===== config.mk =====
export PLATFORM = sky130hd
export DESIGN_NAME = ssdg_ctrl
export DESIGN_NICKNAME = d
export VERILOG_FILES = /design/src/rtl/core/ssdg_pkg.sv /design/src/rtl/core/ssdg_ctrl.sv
export SDC_FILE = /design/constraint.sdc
export NUM_CORES = 1
export LEC_CHECK = 0
export BUFFER_PORTS_ARGS = -buffer_cell sky130_fd_sc_hd__clkbuf_2
export CAP_MARGIN = 15
export CORE_MARGIN = 2
export CORE_UTILIZATION = 23
export CTS_BUF_LIST = sky130_fd_sc_hd__clkbuf_4 sky130_fd_sc_hd__clkbuf_8
export DETAILED_ROUTE_END_ITERATION = 8
export PLACE_DENSITY = 0.53
export SYNTH_ARGS = -nofsm -noshare
export SYNTH_HDL_FRONTEND = slang
export SYNTH_SLANG_ARGS = --single-unit

===== constraint.sdc =====
create_clock -name clock -period 1.7 [get_ports clock]
set_input_delay 0.51 -clock clock [delete_from_list [all_inputs] [get_ports clock]]
set_output_delay 0.51 -clock clock [all_outputs]
set_load 0.02 [all_outputs]

===== src/rtl/core/ssdg_pkg.sv =====
`default_nettype none

package ssdg_pkg;

   // Precision of the angle path, the output rounding and the CORDIC length.
   localparam int ANGLE_BITS   = 16;
   localparam int OUT_BITS     = 16;
   localparam int CORDIC_ITERS = 16;

   localparam int ITER_W = $clog2(CORDIC_ITERS);

   // CORDIC vector components are Q2.30; the residual angle needs one more bit
   // of headroom than a quarter turn of 2^-32 turn units.
   localparam int CORDIC_W = 32;
   localparam int ZW       = 33;

   localparam logic signed [CORDIC_W-1:0] CORDIC_GAIN = 32'sd652032874;

   // atan(2^-k) in units of 2^-32 turn.
   localparam logic [31:0] ATAN_TAB [32] = '{
      32'h20000000, 32'h12E4051E, 32'h09FB385B, 32'h051111D4,
      32'h028B0D43, 32'h0145D7E1, 32'h00A2F61E, 32'h00517C55,
      32'h0028BE53, 32'h00145F2F, 32'h000A2F98, 32'h000517CC,
      32'h00028BE6, 32'h000145F3, 32'h0000A2FA, 32'h0000517D,
      32'h000028BE, 32'h0000145F, 32'h00000A30, 32'h00000518,
      32'h0000028C, 32'h00000146, 32'h000000A3, 32'h00000051,
      32'h00000029, 32'h00000014, 32'h0000000A, 32'h00000005,
      32'h00000003, 32'h00000001, 32'h00000001, 32'h00000000
   };

   // Configuration port.
   localparam int CSR_IDX_W  = 3;
   localparam int CSR_DATA_W = 16;

   localparam logic [CSR_IDX_W-1:0] REG_THETA_START = 3'd0;
   localparam logic [CSR_IDX_W-1:0] REG_PHI_START   = 3'd1;
   localparam logic [CSR_IDX_W-1:0] REG_THETA_STEP  = 3'd2;
   localparam logic [CSR_IDX_W-1:0] REG_PHI_STEP    = 3'd3;
   localparam logic [CSR_IDX_W-1:0] REG_H_RAY_COUNT = 3'd4;
   localparam logic [CSR_IDX_W-1:0] REG_V_RAY_COUNT = 3'd5;
   localparam logic [CSR_IDX_W-1:0] REG_CLOCKWISE   = 3'd6;

   // Commands from the controller to the datapath.
   typedef struct packed {
      logic              capture;   // take the request, settle the shot indices
      logic              angle;     // form both angles, advance the scan, seed CORDIC
      logic              iter;      // one CORDIC micro-rotation on both lanes
      logic [ITER_W-1:0] iter_k;    // micro-rotation number
      logic              quad;      // undo the quadrant reduction
      logic              mul_x;     // sin phi * cos theta, round cos phi
      logic              mul_y;     // round x, sin phi * sin theta
      logic              load_out;  // move the finished shot to the output register
   } cmd_type;

   typedef struct packed {
      logic empty;                  // a ray count is zero
   } status_type;

endpackage

`default_nettype wire


===== src/rtl/core/ssdg_ctrl.sv =====
`default_nettype none

module ssdg_ctrl (
   input  logic                 clock,
   input  logic                 reset,
   input  logic                 req_valid,
   output logic                 req_stall,
   input  logic                 rsp_stall,
   output logic                 rsp_valid,
   output ssdg_pkg::cmd_type    cmd,
   input  ssdg_pkg::status_type status
);
   import ssdg_pkg::*;

   typedef enum logic [2:0] {
      ST_IDLE,
      ST_ANGLE,
      ST_ITER,
      ST_QUAD,
      ST_MUL_X,
      ST_MUL_Y,
      ST_FINISH
   } state_type;

   localparam logic [ITER_W-1:0] LAST_ITER = ITER_W'(CORDIC_ITERS - 1);

   state_type         state_ff, state_in;
   logic [ITER_W-1:0] iter_ff, iter_in;
   logic              rsp_valid_ff, rsp_valid_in;
   logic              out_free;

   // The output register can take a new shot when it is empty or being drained.
   assign out_free = !rsp_valid_ff || !rsp_stall;

   always_comb begin
      state_in     = state_ff;
      iter_in      = iter_ff;
      cmd          = '0;
      cmd.iter_k   = iter_ff;
      unique case (state_ff)
         ST_IDLE: begin
            if (req_valid) begin
               cmd.capture = 1'b1;
               state_in    = ST_ANGLE;
            end
         end
         ST_ANGLE: begin
            cmd.angle = 1'b1;
            iter_in   = '0;
            state_in  = status.empty ? ST_FINISH : ST_ITER;
         end
         ST_ITER: begin
            cmd.iter = 1'b1;
            if (iter_ff == LAST_ITER) begin
               state_in = ST_QUAD;
            end else begin
               iter_in = iter_ff + ITER_W'(1);
            end
         end
         ST_QUAD: begin
            cmd.quad = 1'b1;
            state_in = ST_MUL_X;
         end
         ST_MUL_X: begin
            cmd.mul_x = 1'b1;
            state_in  = ST_MUL_Y;
         end
         ST_MUL_Y: begin
            cmd.mul_y = 1'b1;
            state_in  = ST_FINISH;
         end
         ST_FINISH: begin
            if (out_free) begin
               cmd.load_out = 1'b1;
               state_in     = ST_IDLE;
            end
         end
         default: begin
            state_in = ST_IDLE;
         end
      endcase
      rsp_valid_in = cmd.load_out || (rsp_valid_ff && rsp_stall);
   end

   always_ff @(posedge clock) begin
      if (reset) begin
         state_ff     <= ST_IDLE;
         iter_ff      <= '0;
         rsp_valid_ff <= 1'b0;
      end else begin
         state_ff     <= state_in;
         iter_ff      <= iter_in;
         rsp_valid_ff <= rsp_valid_in;
      end
   end

   assign req_stall = (state_ff != ST_IDLE);
   assign rsp_valid = rsp_valid_ff;

endmodule

`default_nettype wire


==> results.sh <==
export IMPL_io_buffers=17
export IMPL_netlist_area_sq_um=515.5
export IMPL_fin_cells=123
export IMPL_die_h_microns=51.34
export IMPL_switching_share=0.3670
export IMPL_wire_per_inst_microns=11.53
export IMPL_slowest_delay_ps=390
export IMPL_numCtsBuffers=3
export IMPL_hpwl_microns=1005
export IMPL_cpLargestDelayFamily="simple AND/OR/NAND/NOR gates"
export IMPL_place_ws_ps=136.6
export IMPL_path_cells="or3_4 > nor2_4 > buf_6"
export IMPL_grt_max_degree=10
export IMPL_powerDensity_nw_per_um2=886.4
export IMPL_cp_start_kind="register"
export IMPL_p_int_mw=0.4331
export IMPL_drt_wl_total_microns=1418
export IMPL_drtPass1Iterations=4
export IMPL_postCtsHoldBufs=0
export IMPL_cp_required_ps=1190
export IMPL_antenna_found_initial=0
export IMPL_hold_path_class="register to register"
export IMPL_synth_cell_types=33
export IMPL_synth_edf_count=0
export IMPL_pwr_share_comb=0.451
export IMPL_cts_sinks=8
export IMPL_ys_seq_area_frac=0.3107
export IMPL_period_share=1.023
export IMPL_syn_to_final_growth_pct=49.76
export IMPL_cap_violations=0
export IMPL_synth_seq_cells=8
export IMPL_synthesis_nets=74
export IMPL_cpMaxStageDelayCell="or3_4"
export IMPL_synth_cells=68
export IMPL_clkLatencyLatePin_ps=250
export IMPL_cts_tree="built"
export IMPL_rows=17
export IMPL_dieArea_sq_um=2636
export IMPL_final_area_sq_um=772.0
export IMPL_p_leak_nw=0.3395
export IMPL_worst_path_buf_inv=1
export IMPL_grt_pass1_wl_microns=2083
export IMPL_root_buffer="clkbuf_4"
export IMPL_avgSynthCellArea_sq_um=7.581
export IMPL_clkPwrFrac=0.216
export IMPL_nFillCells=242
export IMPL_grt_pass1_vias=493
export IMPL_viasPerCell=4.634
export IMPL_htree_levels=1
export IMPL_fmax_mhz=574.7
export IMPL_postPlaceCellArea_sq_um=645.6
export IMPL_power_frac_seq=0.333
export IMPL_ios=18
export IMPL_post_route_util=0.3558
export IMPL_slew_headroom=0.7130
export IMPL_postRouteAntennaNets=0
export IMPL_setup_violations=1
export IMPL_grt_usage=0.1064
export IMPL_rsz0062_at_grt="true"
export IMPL_violations="setup timing"
export IMPL_dieWidth_microns=51.34
export IMPL_clockBufferDepth=2
export IMPL_num_vias=570
export IMPL_drc=0
export IMPL_layout_drive_gt1_share=0.4842
export IMPL_totalPowerFinal_mw=0.6843
export IMPL_crit_type="register to output pin"
export IMPL_p_switching_mw=0.2511
export IMPL_diodes=0
export IMPL_cts_clk_slew_worst_paths_ps=60
export IMPL_drt_initial_drc_count=13
export IMPL_worst_slack_ps=-39.93
export IMPL_synthFlopType="dfxtp_1"
export IMPL_grt_ovfl_total=0
export IMPL_slew_viol_final=0
export IMPL_start_util=0.2376
export IMPL_worstMarginPinSlew_ps=427.3
export IMPL_finalNetCount=103
export IMPL_period_needed_ps=1740
export IMPL_end_kind="output pin"
export IMPL_dp_cells=114
export IMPL_cp_arrival_ps=1230
export IMPL_gp_congestion=0.7927
export IMPL_irDropWorstVdd_mv=0.4343
export IMPL_worst_path_max_fanout=7
export IMPL_status="complete, but fails checks"
export IMPL_async_reset_ff_frac=0
export IMPL_core_sq_um=2170
export IMPL_final_hold_violation_count=0
export IMPL_synth_warnings=0
export IMPL_finClkSkew_ps=4.698
## layout make-up
| cell class | instances | area [sq um] | area share |
|---|---|---|---|
| Multi-Input combinational cell | 54 | 351.6 | 0.4554 |
| Timing Repair Buffer | 28 | 183.9 | 0.2382 |
| Sequential cell | 8 | 171.4 | 0.2220 |
| Tap cell | 28 | 35.03 | 0.04538 |
| Clock buffer | 3 | 22.52 | 0.02917 |
| Inverter | 2 | 7.507 | 0.009724 |
## metrics by stage
step / hold WS [ps] / setup TNS (ps)
4_1_cts: 482.7 / -73.85
6_report: 547.8 / -39.93
2_1_floorplan: 576.0 / 0
3_5_place_dp: 516.0 / 0
3_3_place_gp: 513.5 / 0
5_1_grt: 566.9 / -166.1
## registers in the layout (all words and copies together) (netlist names)
signal     cells
iter_ff        4
state_ff       3
rsp_valid      1
## cell usage after synthesis, types with 2 or more instances
| master | number | area share |
|---|---|---|
| dfxtp_1 | 8 | 0.31 |
| nand3_1 | 2 | 0.019 |
| a21oi_1 | 5 | 0.049 |
| nor3_1 | 2 | 0.019 |
| nor2_1 | 13 | 0.095 |
| nand2_1 | 7 | 0.051 |
| nor3b_1 | 3 | 0.044 |
| o21ai_1 | 3 | 0.029 |
## tightest hold or removal path, stage by stage, from the launching register on
cell,delay (ps)
dfxtp_4,350
buf_4,110
nor3_1,40
## power groups by stage
stage	clock [mW]	sequential (mW)	combinational (mW)
6_report	0.148	0.228	0.308
5_1_grt	0.163	0.230	0.334
4_1_cts	0.152	0.229	0.270
3_5_place_dp	0	0.232	0.241
3_3_place_gp	0	0.231	0.240
2_1_floorplan	0	0.230	0.169
## per-layer routing
| layer | up-vias | routed length [microns] | global-route usage |
|---|---|---|---|
| met1 | 251 | 651 | 0.1335 |
| met3 | 2 | 74 | 0.01754 |
| met5 | - | 0 | 0 |
| met4 | 0 | 15 | 0.06579 |
| met2 | 19 | 677 | 0.1688 |
| li1 | 298 | - | - |
## kinds of logic (layout without fill, tap and decap cells)
| group | after synthesis | after routing | share of synthesized area |
|---|---|---|---|
| flip-flops | 8 | 8 | 0.3107 |
| adder cells (fa/ha/maj) | 1 | 1 | 0.02427 |
| buffers and inverters | 6 | 33 | 0.06793 |
| AND/OR/NAND/NOR | 35 | 35 | 0.3496 |
| AO/OA/AOI/OAI | 17 | 17 | 0.2257 |
| multiplexers | 1 | 1 | 0.02184 |
## what timing repair did
item	4_1_cts	5_1_grt
setup buffers	3	3
endpoints found under the setup margin	8	6
resized for setup	9	18
pin swaps	0	2
## cells in the final DEF (no fill, tap or decap), types with 2 or more instances in the layout
cell type | synthesis | routed
nand2_1 | 7 | 6
nor2_1 | 13 | 11
o21ai_1 | 3 | 3
a21oi_1 | 5 | 4
buf_2 | 1 | 2
nor3_1 | 2 | 2
nor3b_2 | 0 | 2
buf_4 | 1 | 15
clkbuf_4 | 0 | 3
clkbuf_2 | 0 | 10
nand3_1 | 2 | 2
dfxtp_4 | 0 | 3
dfxtp_1 | 8 | 5
## worst paths after layout
kind	slack [ps]	cells past startpoint	endpoint	from
worst min-delay path	550	2	state_ff[0]	state_ff[0]
worst max-delay path	-40	3	cmd[10]	state_ff[2]
worst min register to register	550	2	state_ff[0]	state_ff[0]
worst max register to register	240	5	iter_ff[1]	iter_ff[1]
Power figures use the tool's default switching activity.
